[src/sv/sanm_pkg.sv]
// ----------------------------------------------------------------------------
// sanm_pkg
// Shared types, register codes and helpers for the stick auto-repeat menu
// navigator.
// ----------------------------------------------------------------------------
package sanm_pkg;

  // Default width of the option index.
  localparam int INDEX_WIDTH_DEF = 8;

  // Configuration port geometry.
  localparam int CFG_IDX_W  = 3;
  localparam int CFG_DATA_W = 8;

  // Register indexes.
  localparam logic [CFG_IDX_W-1:0] REG_DEAD_ZONE       = 3'd0;
  localparam logic [CFG_IDX_W-1:0] REG_INITIAL_DELAY   = 3'd1;
  localparam logic [CFG_IDX_W-1:0] REG_REPEAT_INTERVAL = 3'd2;
  localparam logic [CFG_IDX_W-1:0] REG_MAX_INDEX       = 3'd3;
  localparam logic [CFG_IDX_W-1:0] REG_WRAP_ENABLE     = 3'd4;
  localparam logic [CFG_IDX_W-1:0] REG_NAV_MODE        = 3'd5;

  // Register reset values.
  localparam logic [6:0] DEAD_ZONE_RST       = 7'd12;
  localparam logic [6:0] INITIAL_DELAY_RST   = 7'd9;
  localparam logic [6:0] REPEAT_INTERVAL_RST = 7'd2;
  localparam logic [7:0] MAX_INDEX_RST       = 8'd0;

  // Extra frames between the first and second repeat in staggered mode.
  localparam logic [8:0] STAGGER_OFFSET = 9'd3;

  // Navigation modes.
  typedef enum logic [1:0] {
    NAV_HORIZ = 2'd0,
    NAV_VSLOW = 2'd1,
    NAV_VFAST = 2'd2,
    NAV_VSTAG = 2'd3
  } nav_mode_t;

  // Configuration register file contents.
  typedef struct packed {
    logic [6:0] dead_zone;
    logic [6:0] initial_delay;
    logic [6:0] repeat_interval;
    logic [7:0] max_index;
    logic       wrap_enable;
    nav_mode_t  nav_mode;
  } cfg_t;

  // One result item.
  typedef struct packed {
    logic       stepped;
    logic [7:0] held_count;
    logic [7:0] option_index;
  } res_t;

  // Magnitude of a signed 8-bit sample; -128 gives 128.
  function automatic logic [7:0] mag8(input logic [7:0] v);
    mag8 = v[7] ? (~v + 8'd1) : v;
  endfunction

  // True when the sample lies beyond the dead zone.
  function automatic logic beyond(input logic [7:0] v, input logic [6:0] dz);
    beyond = mag8(v) > {1'b0, dz};
  endfunction

endpackage

[src/sv/sanm_core.sv]
// ----------------------------------------------------------------------------
// sanm_core
// Held-frames counter, previous-sample memory and option index update.
// Computes one frame's result from the registered sample and the state,
// and commits the new state when the frame advances.
// ----------------------------------------------------------------------------
module sanm_core #(
  parameter int INDEX_WIDTH = sanm_pkg::INDEX_WIDTH_DEF
) (
  input  logic              clk,
  input  logic              rst_n,
  input  logic              advance,
  input  logic [7:0]        stick_x,
  input  logic [7:0]        stick_y,
  input  sanm_pkg::cfg_t    cfg,
  output sanm_pkg::res_t    res
);

  localparam logic [8:0] STAGGER_OFS = sanm_pkg::STAGGER_OFFSET;

  logic [7:0]             held_r, held_nxt;
  logic [7:0]             prev_x_r, prev_y_r;
  logic [INDEX_WIDTH-1:0] cur_r, cur_nxt;

  logic       x_beyond, y_beyond, px_beyond, py_beyond;
  logic       x_pos, x_neg, y_pos, y_neg, px_pos, px_neg, py_pos, py_neg;
  logic       rev_x, rev_y;
  logic [7:0] held_cnt;
  logic [8:0] h9, d9, limit9;
  logic [7:0] reload;
  logic       dir_pos, dir_neg, trig;

  logic [INDEX_WIDTH-1:0] maxi;
  logic [INDEX_WIDTH:0]   idx_sum, maxe;

  // Sign and dead-zone tests of the current and previous samples.
  always_comb begin
    x_beyond  = sanm_pkg::beyond(stick_x, cfg.dead_zone);
    y_beyond  = sanm_pkg::beyond(stick_y, cfg.dead_zone);
    px_beyond = sanm_pkg::beyond(prev_x_r, cfg.dead_zone);
    py_beyond = sanm_pkg::beyond(prev_y_r, cfg.dead_zone);
    x_neg  = stick_x[7];
    x_pos  = !stick_x[7] && (stick_x != 8'd0);
    y_neg  = stick_y[7];
    y_pos  = !stick_y[7] && (stick_y != 8'd0);
    px_neg = prev_x_r[7];
    px_pos = !prev_x_r[7] && (prev_x_r != 8'd0);
    py_neg = prev_y_r[7];
    py_pos = !prev_y_r[7] && (prev_y_r != 8'd0);
    rev_x  = ((x_pos && px_neg) || (x_neg && px_pos)) && px_beyond;
    rev_y  = ((y_pos && py_neg) || (y_neg && py_pos)) && py_beyond;
  end

  // Held-frames counter with saturation, dead-zone and reversal clear, and repeat reload.
  always_comb begin
    if (x_beyond || y_beyond) begin
      held_cnt = (held_r == 8'hFF) ? held_r : held_r + 8'd1;
      if (rev_x || rev_y) begin
        held_cnt = 8'd0;
      end
    end else begin
      held_cnt = 8'd0;
    end
    d9     = {2'b00, cfg.initial_delay};
    limit9 = d9 + {2'b00, cfg.repeat_interval};
    reload = (cfg.initial_delay != 7'd0) ? ({1'b0, cfg.initial_delay} - 8'd1) : 8'd0;
    held_nxt = ({1'b0, held_cnt} >= limit9) ? reload : held_cnt;
    h9 = {1'b0, held_nxt};
  end

  // Step direction and trigger for the selected mode.
  always_comb begin
    if (cfg.nav_mode == sanm_pkg::NAV_HORIZ) begin
      dir_pos = x_beyond && x_pos;
      dir_neg = x_beyond && x_neg;
    end else begin
      // Up is toward the top of the list, so it decrements.
      dir_pos = y_beyond && y_neg;
      dir_neg = y_beyond && y_pos;
    end
    unique case (cfg.nav_mode)
      sanm_pkg::NAV_VFAST: trig = (h9 == 9'd1) || ((h9 + 9'd1) >= d9);
      sanm_pkg::NAV_VSTAG: trig = (h9 == 9'd1) || (h9 == d9) || (h9 == d9 + STAGGER_OFS);
      default:             trig = (h9 == 9'd1) || (h9 == d9);
    endcase
  end

  // Index step with wrap or clamp at the ends.
  always_comb begin
    maxi    = INDEX_WIDTH'(cfg.max_index);
    maxe    = {1'b0, maxi};
    idx_sum = {1'b0, cur_r};
    if (dir_pos) begin
      idx_sum = {1'b0, cur_r} + (INDEX_WIDTH+1)'(1);
    end else if (dir_neg) begin
      idx_sum = {1'b0, cur_r} - (INDEX_WIDTH+1)'(1);
    end
    cur_nxt = cur_r;
    if (trig) begin
      if (dir_neg && (cur_r == '0)) begin
        cur_nxt = cfg.wrap_enable ? maxi : '0;
      end else if (idx_sum > maxe) begin
        cur_nxt = cfg.wrap_enable ? '0 : maxi;
      end else begin
        cur_nxt = idx_sum[INDEX_WIDTH-1:0];
      end
    end
    res.option_index = 8'(cur_nxt);
    res.held_count   = held_nxt;
    res.stepped      = trig && (dir_pos || dir_neg);
  end

  // State registers.
  always_ff @(posedge clk) begin
    if (!rst_n) begin
      held_r   <= 8'd0;
      prev_x_r <= 8'd0;
      prev_y_r <= 8'd0;
      cur_r    <= '0;
    end else if (advance) begin
      held_r   <= held_nxt;
      prev_x_r <= stick_x;
      prev_y_r <= stick_y;
      cur_r    <= cur_nxt;
    end
  end

endmodule

[src/sv/stick_autorepeat_menu_nav.sv]
// ----------------------------------------------------------------------------
// stick_autorepeat_menu_nav
// Joystick dead-zone and typematic auto-repeat menu navigator.
// An accepted sample passes the sample register and the result register.
// Throughput: 1 sample per cycle while out_tready does not stall the result.
// Reset (rst_n low, synchronous): registers return to their defaults,
// the counter, previous sample and option index clear, both stages empty.
// ----------------------------------------------------------------------------
module stick_autorepeat_menu_nav #(
  parameter int INDEX_WIDTH = sanm_pkg::INDEX_WIDTH_DEF
) (
  input  logic                             clk,
  input  logic                             rst_n,
  // Input stream.
  input  logic                             in_tvalid,
  output logic                             in_tready,
  input  logic [15:0]                      in_tdata,   // stick_x[7:0], stick_y[15:8]
  // Result stream.
  output logic                             out_tvalid,
  input  logic                             out_tready,
  output logic [23:0]                      out_tdata,  // option_index[7:0],
                                                       // held_count[15:8], stepped[16]
  // Configuration write port.
  input  logic                             cfg_we,
  input  logic [sanm_pkg::CFG_IDX_W-1:0]   cfg_index,
  input  logic [sanm_pkg::CFG_DATA_W-1:0]  cfg_wdata
);

  sanm_pkg::cfg_t cfg_r;
  sanm_pkg::res_t core_res, out_res_r;

  logic       s1_valid_r, out_valid_r;
  logic [7:0] s1_x_r, s1_y_r;
  logic       out_free, s1_adv, in_acc;

  // Configuration register writes.
  always_ff @(posedge clk) begin
    if (!rst_n) begin
      cfg_r.dead_zone       <= sanm_pkg::DEAD_ZONE_RST;
      cfg_r.initial_delay   <= sanm_pkg::INITIAL_DELAY_RST;
      cfg_r.repeat_interval <= sanm_pkg::REPEAT_INTERVAL_RST;
      cfg_r.max_index       <= sanm_pkg::MAX_INDEX_RST;
      cfg_r.wrap_enable     <= 1'b0;
      cfg_r.nav_mode        <= sanm_pkg::NAV_HORIZ;
    end else if (cfg_we) begin
      unique case (cfg_index)
        sanm_pkg::REG_DEAD_ZONE:       cfg_r.dead_zone       <= cfg_wdata[6:0];
        sanm_pkg::REG_INITIAL_DELAY:   cfg_r.initial_delay   <= cfg_wdata[6:0];
        sanm_pkg::REG_REPEAT_INTERVAL: cfg_r.repeat_interval <= cfg_wdata[6:0];
        sanm_pkg::REG_MAX_INDEX:       cfg_r.max_index       <= cfg_wdata;
        sanm_pkg::REG_WRAP_ENABLE:     cfg_r.wrap_enable     <= cfg_wdata[0];
        sanm_pkg::REG_NAV_MODE:        cfg_r.nav_mode        <= sanm_pkg::nav_mode_t'(cfg_wdata[1:0]);
        default: ;
      endcase
    end
  end

  // Flow control: the sample stage moves when the result register is free.
  assign out_free  = !out_valid_r || out_tready;
  assign s1_adv    = s1_valid_r && out_free;
  assign in_tready = !s1_valid_r || out_free;
  assign in_acc    = in_tvalid && in_tready;

  // Sample register.
  always_ff @(posedge clk) begin
    if (!rst_n) begin
      s1_valid_r <= 1'b0;
    end else if (in_tready) begin
      s1_valid_r <= in_tvalid;
    end
  end

  always_ff @(posedge clk) begin
    if (in_acc) begin
      s1_x_r <= in_tdata[7:0];
      s1_y_r <= in_tdata[15:8];
    end
  end

  sanm_core #(
    .INDEX_WIDTH (INDEX_WIDTH)
  ) u_core (
    .clk     (clk),
    .rst_n   (rst_n),
    .advance (s1_adv),
    .stick_x (s1_x_r),
    .stick_y (s1_y_r),
    .cfg     (cfg_r),
    .res     (core_res)
  );

  // Result register.
  always_ff @(posedge clk) begin
    if (!rst_n) begin
      out_valid_r <= 1'b0;
    end else if (out_free) begin
      out_valid_r <= s1_valid_r;
    end
  end

  always_ff @(posedge clk) begin
    if (s1_adv) begin
      out_res_r <= core_res;
    end
  end

  assign out_tvalid = out_valid_r;
  assign out_tdata  = {7'd0, out_res_r.stepped, out_res_r.held_count, out_res_r.option_index};

endmodule

[config.mk]
export PLATFORM = sky130hd
export DESIGN_NAME = stick_autorepeat_menu_nav
export DESIGN_NICKNAME = d
export VERILOG_FILES = /design/src/sv/sanm_pkg.sv /design/src/sv/sanm_core.sv /design/src/sv/stick_autorepeat_menu_nav.sv
export SDC_FILE = /design/constraint.sdc
export NUM_CORES = 1
export LEC_CHECK = 0
export BUFFER_PORTS_ARGS = -buffer_cell sky130_fd_sc_hd__clkbuf_2
export CAP_MARGIN = 0
export CORE_UTILIZATION = 25
export DETAILED_ROUTE_END_ITERATION = 12
export GPL_TIMING_DRIVEN = 0
export PLACE_DENSITY = 0.37
export SETUP_SLACK_MARGIN = 0.1
export SYNTH_ARGS = -nofsm -noshare
export SYNTH_HDL_FRONTEND = slang
export SYNTH_SLANG_ARGS = --single-unit
[constraint.sdc]
create_clock -name clk -period 8.62 [get_ports clk]
set_input_delay 0.862 -clock clk [delete_from_list [all_inputs] [get_ports clk]]
set_output_delay 0.862 -clock clk [all_outputs]
set_load 0.05 [all_outputs]
Word level (Yosys, flattened, before mapping)
Index checks and enable logic that the tools add are counted.
- bits in registers: 99
- bits in latches: 0
- RAM bits: 0
- bits in read-only memories: 0
- input bits: 32
- logic and storage cells: 117
- memories kept: 0
- add/subtract/negate cells: 11
- multipliers: 0
- div/mod/pow operators: 0
- order comparisons: 7
- eq/ne operators: 11
- shift operators: 0
- muxes and demuxes: 19
- bitwise gates (word level): 4
- reductions and logical operators: 48
- operators with widths (kind ; number):
    8-bit 2-to-1 mux ; 14
    8-bit by 1-bit adder with 8-bit output (second input constant) ; 5
    8-bit by 7-bit > comparator with 1-bit output ; 4
    8-bit NOT ; 4
    8-bit nonzero test ; 4
    8-bit by 1-bit adder with 9-bit output (second input constant) ; 2
    1-bit logical AND ; 18
    9-bit 2-to-1 mux ; 2
    2-bit AND reduction ; 6
    1-bit logical OR ; 10
    8-bit by 9-bit equality test with 1-bit output ; 1
    8-bit by 9-bit greater-or-equal comparator with 1-bit output ; 1
    9-bit by 7-bit greater-or-equal comparator with 1-bit output ; 1
    9-bit by 8-bit > comparator with 1-bit output ; 1
    8-bit by 1-bit subtractor with 9-bit output (second input constant) ; 1
    7-bit by 2-bit adder with 8-bit output (second input constant) ; 1
    7-bit by 7-bit adder with 8-bit output ; 1
    8-bit by 1-bit equality test with 1-bit output (second input constant) ; 1
    8-bit by 7-bit equality test with 1-bit output ; 1
    8-bit equality test (second input constant) ; 1
    8-bit zero test ; 1
    7-bit by 1-bit subtractor with 8-bit output (second input constant) ; 1
    7-bit nonzero test ; 1
    3-bit by 2-bit equality test with 1-bit output (second input constant) ; 2
    other kinds (8) ; 16

Logic depth before layout (Yosys ltp)
Gate-level depths: netlist (run 1).
- depth in word-level cells: 15
- mapped depth: 35
- depth with buffers taken out: 32

Modules after synthesis
A second synthesis (run 1) with hierarchy kept.
- cells, all modules: 826
- area, all modules: 7300.8 um^2
- by module, submodules not included (module ; times used ; cells an instance ; area each (um^2)):
    sanm_core ; 1 ; 652 ; 4903.5
    stick_autorepeat_menu_nav ; 1 ; 174 ; 2397.3

Worst setup path after synthesis (run 1)
OpenSTA, ideal clock, no wires.
- path type: flip-flop to flip-flop
- start: reg u_core.prev_x_r[0]
- end: reg u_core.cur_r[3]
- library setup time: 0.122 ns
- arrival time: 6.909 ns
- required time: 8.498 ns
- setup slack: 1.589 ns
- cell stages (with the launch flop): 33
- path buffers: 2
- clock period less this slack: 7.031 ns
- cell sequence: dfxtp_1 > inv_1 > ha_1 > nand2_1 > o41ai_1 > xnor2_1 > ha_1 > nand3_1 > a211oi_1 > o32ai_1 > a221o_2 > o211ai_4 > buf_6 > buf_8 > nor2_1 > ha_1 > a21o_1 > a221o_1 > a41oi_2 > nand2_1 > o22ai_2 > ha_1 > ha_1 > a21o_1 > a21o_1 > a21o_1 > a21o_1 > a21o_1 > a211o_1 > or4_4 > o21a_1 > a21o_1 > o311a_1
- RTL lines (item ; RTL line ; source):
    from (decl) ; sanm_core.sv:22 ; logic [7:0] prev_x_r, prev_y_r;
    from (signal assigned) ; sanm_core.sv:122 ; prev_x_r <= stick_x;
    to (signal assigned) ; sanm_core.sv:124 ; cur_r <= cur_nxt;
    to (decl) ; sanm_core.sv:23 ; logic [INDEX_WIDTH-1:0] cur_r, cur_nxt;

==> reports/summary.txt, run 1 <==
most frequent cell after synthesis - nand2_1
Yosys reg bits - 99
Crit path largest cell delay - 0.54 ns
initial antenna violation count - 0
Routed wire per std cell - 17.6 um
Tmin final - 7.99 ns
Layout Area Growth over Synthesis - 15.1%
first-pass GRT wire length - 37300 um
Die W - 175 um
Synth Cell Area - 7470 um2
Reg clk slew, reported paths - 0.08 ns
die area - 30600 um2
Setup violations, final - 0
Root Driver - clkbuf_16
max_slew headroom - 0.370
FF-to-FF Start - u_core.prev_x_r[0]
CP arrival - 8.24 ns
Synth top cells by count - 131 x nand2_1, 71 x ha_1, 66 x dfxtp_1
clk buf depth - 2
Most used DFF post-synth - dfxtp_1
core footprint - 29000 um2
Diodes inserted - 0
Starting Density - 0.257
initial drt markers - 351
1st-pass router iterations - 4
Hold Path Class - flop to flop
H-tree Lvls - 3
input/output buffers - 50
fraction of registers with async set/reset - 0
DR vias - 6474
worst setup path end - u_core.cur_r[2]
number of global-route vias before repair - 6362
remaining global-route overflow - 0
Worst Skew - 0.0125 ns
cell leakage power - 0.00346 uW
pre-CTS setup slack - 0.251 ns
cts hold-fix bufs - 0
CP Class - flop to flop
met2 usage - 0.249
Post-synth EDFFs - 33
Crit. End Element - flop
# Max-Cap Violations - 0
distinct cell type count after synthesis - 95
CP max-delay cell - or4_4
Bufs and invs on worst path - 4
cell mode on critical path - ha_1
Final #Nets - 1045
max-slew violations - 0
status - finished clean
grt met1 use - 0.226
Final ANT Viol Nets - 0
Worst setup SP type - flop
fmax - 125 MHz
r2r setup slk - 0.63 ns
GR peak layer - met2
Placer Congestion - 0.850
total CTS buffers - 9
Peak VDD IR - 0.104 mV
Top-Level Pins - 58
gr usage total - 0.158
fillers - 3165
CP startpoint - u_core.prev_x_r[0]
Syn. warnings - 0
Cells after Synth - 873
Final Hold Fails - 0
FP Rows - 62
RSZ-0062 raised after global routing - false
Die Ht - 175 um
area leader, netlist - dfxtp_1
WL final - 23500 um
power density over the cells - 193 nW/um2
setup TNS - 0 ns
final hold slack - 0.458 ns
top-area cell type share of the netlist area - 0.177
pin count of the biggest net entering global routing - 27
clock tree sinks - 99
synth top area cells - dfxtp_1 18%, edfxtp_1 13%, ha_1 12%
sequential fraction of the synthesis area - 0.310
Worst-Skew Late Latency - 0.36 ns
R2R Path End - u_core.cur_r[2]
worst endpoint required time - 8.87 ns
fraction of layout cells with a size suffix above 1 - 0.134
DR DRC count - 0
M3 GR Usage - 0.0231
Avg Cell Area, Syn - 8.55 um2
CTS tree - done
Worst-Margin Slew - 0.937 ns
Crit. path cell count - 34
critical path peak fanout - 10
via-per-instance ratio - 4.87
Reg2Reg Depth - 34
Post-DP HPWL - 18200 um
family with the most delay on the worst path - compound AO/OA/AOI/OAI gates
Tcrit/Tclk final - 0.927
post-layout worst setup margin - 0.630 ns
==> how the worst min path moves through the flow <==
stage	slack [ns]	start	to	depth (start not counted)
after floorplan	0.44	cfg_r[26]	cfg_r[26]	2
after global placement	0.44	cfg_r[30]	cfg_r[30]	2
after detailed placement	0.45	cfg_r[30]	cfg_r[30]	2
after CTS	0.46	cfg_r[30]	cfg_r[30]	2
after global routing	0.48	cfg_r[30]	cfg_r[30]	2
final	0.46	cfg_r[30]	cfg_r[30]	2
==> through the flow <==
step	area, um2	util	cells	total power (uW)
floorplan	7490	-	879	1010
global placement	8220	0.283	1313	1190
detailed placement	8220	0.283	1313	1190
CTS	8560	0.295	1329	1670
global route	8600	0.296	1330	1770
finish	8600	0.296	1330	1660
==> registers in the layout, summed over array words and instances, names as in the netlist <==
| register | flops |
|---|---|
| out_tdata | 17 |
| out_tvalid | 1 |
| u_core.prev_x_r | 8 |
| cfg_r | 32 |
| u_core.cur_r | 8 |
| s1_valid_r | 1 |
| u_core.prev_y_r | 8 |
| s1_x_r | 8 |
| s1_y_r | 8 |
| u_core.held_r | 8 |
==> routing by layer <==
| layer | vias up | wire (um) |
|---|---|---|
| li1 | 3297 | - |
| met2 | 101 | 10400 |
| met5 | - | 0 |
| met3 | 17 | 607 |
| met1 | 3059 | 12200 |
| met4 | 0 | 300 |
==> tightest hold or removal path: cells and delay by family, from the launching register on <==
family	cells	cell delay, ns
AO/OA/AOI/OAI	1	0.05
AND/OR/NAND/NOR	1	0.05
flip-flops	1	0.31
==> cell families (layout without fill, tap and decap cells) <==
kind of cell,count (synthesis),in the layout,share of synthesized area
buffers and inverters,94,161,0.0561
xor gates and xnor gates,42,42,0.0493
AOI/OAI and AO/OA,227,227,0.222
other,1,7,0.000502
and+or+nand+nor,314,314,0.203
adders and majority gates,72,72,0.122
muxes,24,24,0.0377
DFF,99,99,0.310
==> cells in the final DEF (no fill, tap or decap), drive strengths merged, types with 11 or more instances in the layout <==
cell	Yosys	layout
nand2b	14	14
a211oi	11	11
nor2	63	63
nor3	22	22
nand3	21	21
dfxtp	66	66
nand2	131	131
mux2i	15	15
o21ai	34	34
a21oi	63	63
nand4	11	11
edfxtp	33	33
buf	17	18
clkbuf	27	87
xnor2	35	35
a21o	17	17
inv	49	49
ha	71	71
==> what timing repair did <==
action                     in CTS  in global routing
setup endpoints to repair       0                 17
resized for setup               0                  2
buffers inserted                0                  1
==> report_power, final <==
| group | total [uW] | leakage, uW | switching [uW] | internal, uW |
|---|---|---|---|---|
| Combinational | 649 | 0.00244 | 395 | 253 |
| Clock | 468 | 0.000165 | 196 | 272 |
| Sequential | 542 | 0.000858 | 25.3 | 516 |
==> area by class of cell <==
| type | count | area [um2] | share of cell area |
|---|---|---|---|
| well taps | 384 | 480 | 0.0559 |
| multi-input cells | 686 | 4780 | 0.556 |
| inverters | 50 | 188 | 0.0218 |
| clock inverters | 6 | 86.3 | 0.0100 |
| flip-flops and latches | 99 | 2310 | 0.269 |
| repair buffers | 51 | 270 | 0.0314 |
| plain buffers | 44 | 233 | 0.0271 |
| clock buffers | 10 | 250 | 0.0291 |
No activity file was read; power rests on OpenSTA's default activity.
==> run 2: changes to the inputs <==
SYNTH_HIERARCHICAL = 1   (was unset)
==> run 2 against run 1 <==
Register-to-register slack is essentially flat. Largest power group is now sequential cells. Fmax is essentially flat. Via count shrank 6.1%.
==> reports/summary.txt, run 2 <==
input/output buffers - 50
Final Cell Area - 8390 um2
Most flops, register - cfg_r
Cells after Synth - 826
Final Hold Fails - 0
max-slew violations - 0
initial antenna violation count - 0
Pwr Total - 1430 uW
Bufs and invs on worst path - 3
Placed Instances - 1266
CP Class - flop to flop
top-area cell type share of the netlist area - 0.181
placed cell areas - 8070 um2
Most used DFF post-synth - dfxtp_1
worst endpoint required time - 8.72 ns
max reg flops - 32
most common cell after layout, fill and taps aside - nand2_1
max_slew headroom - 0.336
FF-to-FF Start - s1_x_r[0]
number of global-route vias before repair - 5922
cell mode on critical path - ha_1
Yosys reg bits - 99
Reg clk slew, reported paths - 0.08 ns
gr usage total - 0.146
most frequent cell after synthesis - nand2_1
family with the most delay on the worst path - simple AND/OR/NAND/NOR gates
remaining global-route overflow - 0
CP arrival - 8.09 ns
area leader, netlist - dfxtp_1
fmax - 125 MHz
Worst Skew - 0.0120 ns
area of the multi-input gates - 4670 um2
Die W - 173 um
final hold slack - 0.462 ns
FP Rows - 62
Root Driver - clkbuf_16
Placer Congestion - 0.838
Diodes inserted - 0
Avg Cell Area, Syn - 8.84 um2
Final ANT Viol Nets - 0
first-pass GRT wire length - 34100 um
Crit. End Element - flop
Routed wire per std cell - 17.0 um
Crit. path cell count - 31
fillers - 3124
Synth top cells by count - 87 x nand2_1, 70 x ha_1, 66 x dfxtp_1
die area - 29900 um2
total CTS buffers - 9
WL final - 21800 um
clk buf depth - 2
register area - 2310 um2
Crit path largest cell delay - 0.56 ns
DR DRC count - 0
Worst-Margin Slew - 0.988 ns
Die Ht - 173 um
CP startpoint - s1_x_r[0]
Syn. warnings - 6
worst setup path end - out_tdata[6]
Worst setup SP type - flop
pin count of the biggest net entering global routing - 21
synth top area cells - dfxtp_1 18%, edfxtp_1 14%, ha_1 12%
power density over the cells - 170 nW/um2
fraction of layout cells with a size suffix above 1 - 0.124
DR vias - 6082
R2R Path End - out_tdata[6]
sequential fraction of the synthesis area - 0.317
critical path peak fanout - 10
r2r setup slk - 0.63 ns
final std cells w/o fill - 1282
fraction of registers with async set/reset - 0
status - finished clean
cell leakage power - 0.00342 uW
Post-synth EDFFs - 33
Peak VDD IR - 0.0724 mV
via-per-instance ratio - 4.74
Starting Density - 0.254
Post-DP HPWL - 16900 um
core footprint - 28700 um2
setup TNS - 0 ns
Synth Cell Area - 7300 um2
distinct cell type count after synthesis - 74
initial drt markers - 374
Reg2Reg Depth - 31
H-tree Lvls - 3
Final #Nets - 996
1st-pass router iterations - 5
CTS tree - done
Worst-Skew Late Latency - 0.36 ns
most frequent cells in the layout - 87 x nand2_1, 70 x ha_1, 66 x dfxtp_1
clock tree sinks - 99
RSZ-0062 raised after global routing - false
Layout Area Growth over Synthesis - 14.9%
Hold Path Class - flop to flop
# Max-Cap Violations - 0
Top-Level Pins - 58
CP max-delay cell - or4b_1
Setup violations, final - 0
Tcrit/Tclk final - 0.927
Tmin final - 7.99 ns
[run 2: metal layers]
layer  vias up  track usage  wire [um]  part of all wire
met5         -            0          0                 0
li1       3127            -          -                 -
met3        11       0.0215        624             0.029
met4         0       0.0288        169            0.0078
met1      2855        0.206      11200              0.51
met2        89        0.235       9840              0.45
[run 2: metrics by stage]
stage	setup WS [ns]	utilization
3_3_place_gp	0.170	0.281
4_1_cts	0.142	0.291
2_1_floorplan	1.84	-
5_1_grt	0.139	0.292
3_5_place_dp	0.197	0.281
6_report	0.625	0.292
[run 2: kinds of logic (layout without fill, tap and decap cells)]
kind of cell | Yosys count | count (layout) | synth area share
other | 1 | 7 | 0.000514
flip-flops | 99 | 99 | 0.317
adder cells (fa/ha/maj) | 71 | 71 | 0.123
multiplexers | 71 | 71 | 0.0992
buffers and inverters | 87 | 153 | 0.0516
AND/OR/NAND/NOR | 292 | 292 | 0.206
XOR/XNOR | 46 | 46 | 0.0552
AO/OA/AOI/OAI | 159 | 159 | 0.148
[run 2: worst min path at each step]
stage                          from   endpoint  slack (ns)  cells past startpoint
after detailed placement   cfg_r[9]   cfg_r[9]        0.45                      2
after global routing      cfg_r[30]  cfg_r[30]        0.49                      2
after CTS                  cfg_r[4]   cfg_r[4]        0.47                      2
final                      cfg_r[4]   cfg_r[4]        0.46                      2
after floorplan           cfg_r[10]  cfg_r[10]        0.43                      2
after global placement     cfg_r[5]   cfg_r[5]        0.45                      2
[run 2: power breakdown]
group          internal [uW]  leakage, uW  total (uW)  switching [uW]
Sequential               510     0.000856         530            20.7
Clock                    224     0.000148         423             199
Combinational            177      0.00242         476             298
Total                    911      0.00342        1430             518
[run 2: worst reg2reg max path: cells and delay by family (launching register included)]
| kind | cells | cell delay [ns] |
|---|---|---|
| simple gates | 11 | 2.60 |
| compound gates | 10 | 2.12 |
| fa+ha+maj | 4 | 1.22 |
| buf+inv | 3 | 0.65 |
| flops | 1 | 0.42 |
| mux | 1 | 0.40 |
| xor+xnor | 2 | 0.31 |
[run 2: what timing repair did]
item,CTS,global route
buffers inserted,0,0
resized for setup,0,7
endpoints found under the setup margin,0,17
hold buffers,0,0
[run 2: cell type report]
cell class | count | area share
Buffer | 39 | 0.0236
Clock buffer | 12 | 0.0319
Clock inverter | 4 | 0.00373
Inverter | 48 | 0.0215
Multi-Input combinational cell | 646 | 0.557
Sequential cell | 99 | 0.276
Tap cell | 384 | 0.0573
Timing Repair Buffer | 50 | 0.0298
==> run 3: changes to the inputs <==
clock period = 9.8 ns   (was 8.62 ns; I/O delays follow)
==> run 3 against run 2 <==
Via count is 0.43% lower. Clock power shrank 12%. Clock-buffer cell count unchanged. Combinational power shrank 13%. Register-to-register slack better by 0.74 ns. Sequential cell count is the same. Sequential share of layout area grew 0.091 points. Highest routed layer unchanged.
==> reports/summary.txt, run 3 (synthesis results as in run 2) <==
critical path peak fanout - 10
family with the most delay on the worst path - simple AND/OR/NAND/NOR gates
Peak VDD IR - 0.0650 mV
1st-pass router iterations - 5
Post-CTS Setup Inserts - 0
Die W - 173 um
Diodes inserted - 0
Post-DP HPWL - 16900 um
CP arrival - 8.53 ns
Final #Nets - 996
pre-CTS setup slack - 1.38 ns
Pwr Total - 1250 uW
CP max-delay cell - or4b_1
cell leakage power - 0.00342 uW
clock tree sinks - 99
Bufs and invs on worst path - 3
grt met1 use - 0.206
Final Hold Fails - 0
initial drt markers - 332
register area - 2310 um2
DR DRC count - 0
cell mode on critical path - ha_1
H-tree Lvls - 3
RSZ-0062 raised after global routing - false
Reg clk slew, reported paths - 0.08 ns
r2r setup slk - 1.37 ns
FP Rows - 62
Worst-Margin Slew - 0.983 ns
Top-Level Pins - 58
Starting Density - 0.254
most common cell after layout, fill and taps aside - nand2_1
Crit path largest cell delay - 0.55 ns
worst endpoint required time - 9.90 ns
Final ANT Viol Nets - 0
Crit. End Element - flop
die area - 29900 um2
CTS tree - done
input/output buffers - 50
Worst-Skew Late Latency - 0.36 ns
Root Driver - clkbuf_16
# Max-Cap Violations - 0
area of the multi-input gates - 4650 um2
first-pass GRT wire length - 34100 um
gr usage total - 0.146
Die Ht - 173 um
# resized after CTS - 0
number of global-route vias before repair - 5922
Layout Area Growth over Synthesis - 14.6%
Worst Skew - 0.0126 ns
WL final - 21700 um
clk buf depth - 2
GR peak layer - met2
fillers - 3121
initial antenna violation count - 0
max_slew headroom - 0.339
max reg flops - 32
power density over the cells - 150 nW/um2
Routed wire per std cell - 16.9 um
Placer Congestion - 0.838
core footprint - 28700 um2
Setup violations, final - 0
pin count of the biggest net entering global routing - 21
total CTS buffers - 9
via-per-instance ratio - 4.72
M3 GR Usage - 0.0215
Worst setup SP type - flop
final std cells w/o fill - 1282
met2 usage - 0.235
Most flops, register - cfg_r
max-slew violations - 0
Tcrit/Tclk final - 0.860
CP Class - flop to flop
fmax - 119 MHz
setup TNS - 0 ns
DR vias - 6056
post-layout worst setup margin - 1.37 ns
cts hold-fix bufs - 0
remaining global-route overflow - 0
Hold Path Class - flop to flop
most frequent cells in the layout - 87 x nand2_1, 70 x ha_1, 66 x dfxtp_1
Placed Instances - 1266
Tmin final - 8.43 ns
status - finished clean
fraction of layout cells with a size suffix above 1 - 0.117
==> run 3: changes by cell type in the layout (fill, tap and decap cells not counted) <==
cell	change
a21oi_1	+1
a21oi_2	-1
a31oi_1	+3
a31oi_2	-3
clkbuf_1	+1
clkbuf_2	-1
o21ai_1	+1
o21ai_2	-1
==> run 3: final timing paths <==
kind / endpoint / cells past startpoint / start
setup / recovery: out_tdata[6] / 31 / s1_x_r[0]
hold / removal: cfg_r[4] / 2 / cfg_r[4]
setup reg to reg: out_tdata[6] / 31 / s1_x_r[0]
hold reg to reg: cfg_r[4] / 2 / cfg_r[4]
==> run 3: final cells by class <==
cell class / instances / share of cell area
repair buffers: 50 / 0.0299
clock buffers: 12 / 0.0320
multi-input cells: 646 / 0.555
well taps: 384 / 0.0574
clock inverters: 4 / 0.00374
plain buffers: 39 / 0.0235
flip-flops and latches: 99 / 0.276
inverters: 48 / 0.0215
==> run 3: per-stage QoR <==
stage	hold WS (ns)	util	cell area, um2
after floorplan	0.435	-	7320
after global placement	0.446	0.281	8050
after detailed placement	0.452	0.281	8070
after CTS	0.466	0.291	8360
after global routing	0.486	0.291	8360
final	0.462	0.291	8360
==> run 3: routing by layer <==
metal / share of wire / wire length, um
met2: 0.45 / 9840
met3: 0.031 / 667
met5: 0 / 0
met4: 0.0061 / 132
met1: 0.51 / 11100
==> run 3: worst reg2reg max path: cells and delay by family, from the launching register on <==
kind	cells	cell delay (ns)
AO/OA/AOI/OAI	10	2.38
XOR/XNOR	2	0.31
adder cells (fa/ha/maj)	4	1.24
buffers and inverters	3	0.80
flip-flops	1	0.42
multiplexers	1	0.40
AND/OR/NAND/NOR	11	2.64
==> run 3: where the power goes <==
group / total, uW / switching [uW] / internal, uW
sequential: 466 / 18.2 / 448
combinational: 413 / 260 / 154
clock: 371 / 174 / 197
total: 1250 / 452 / 799
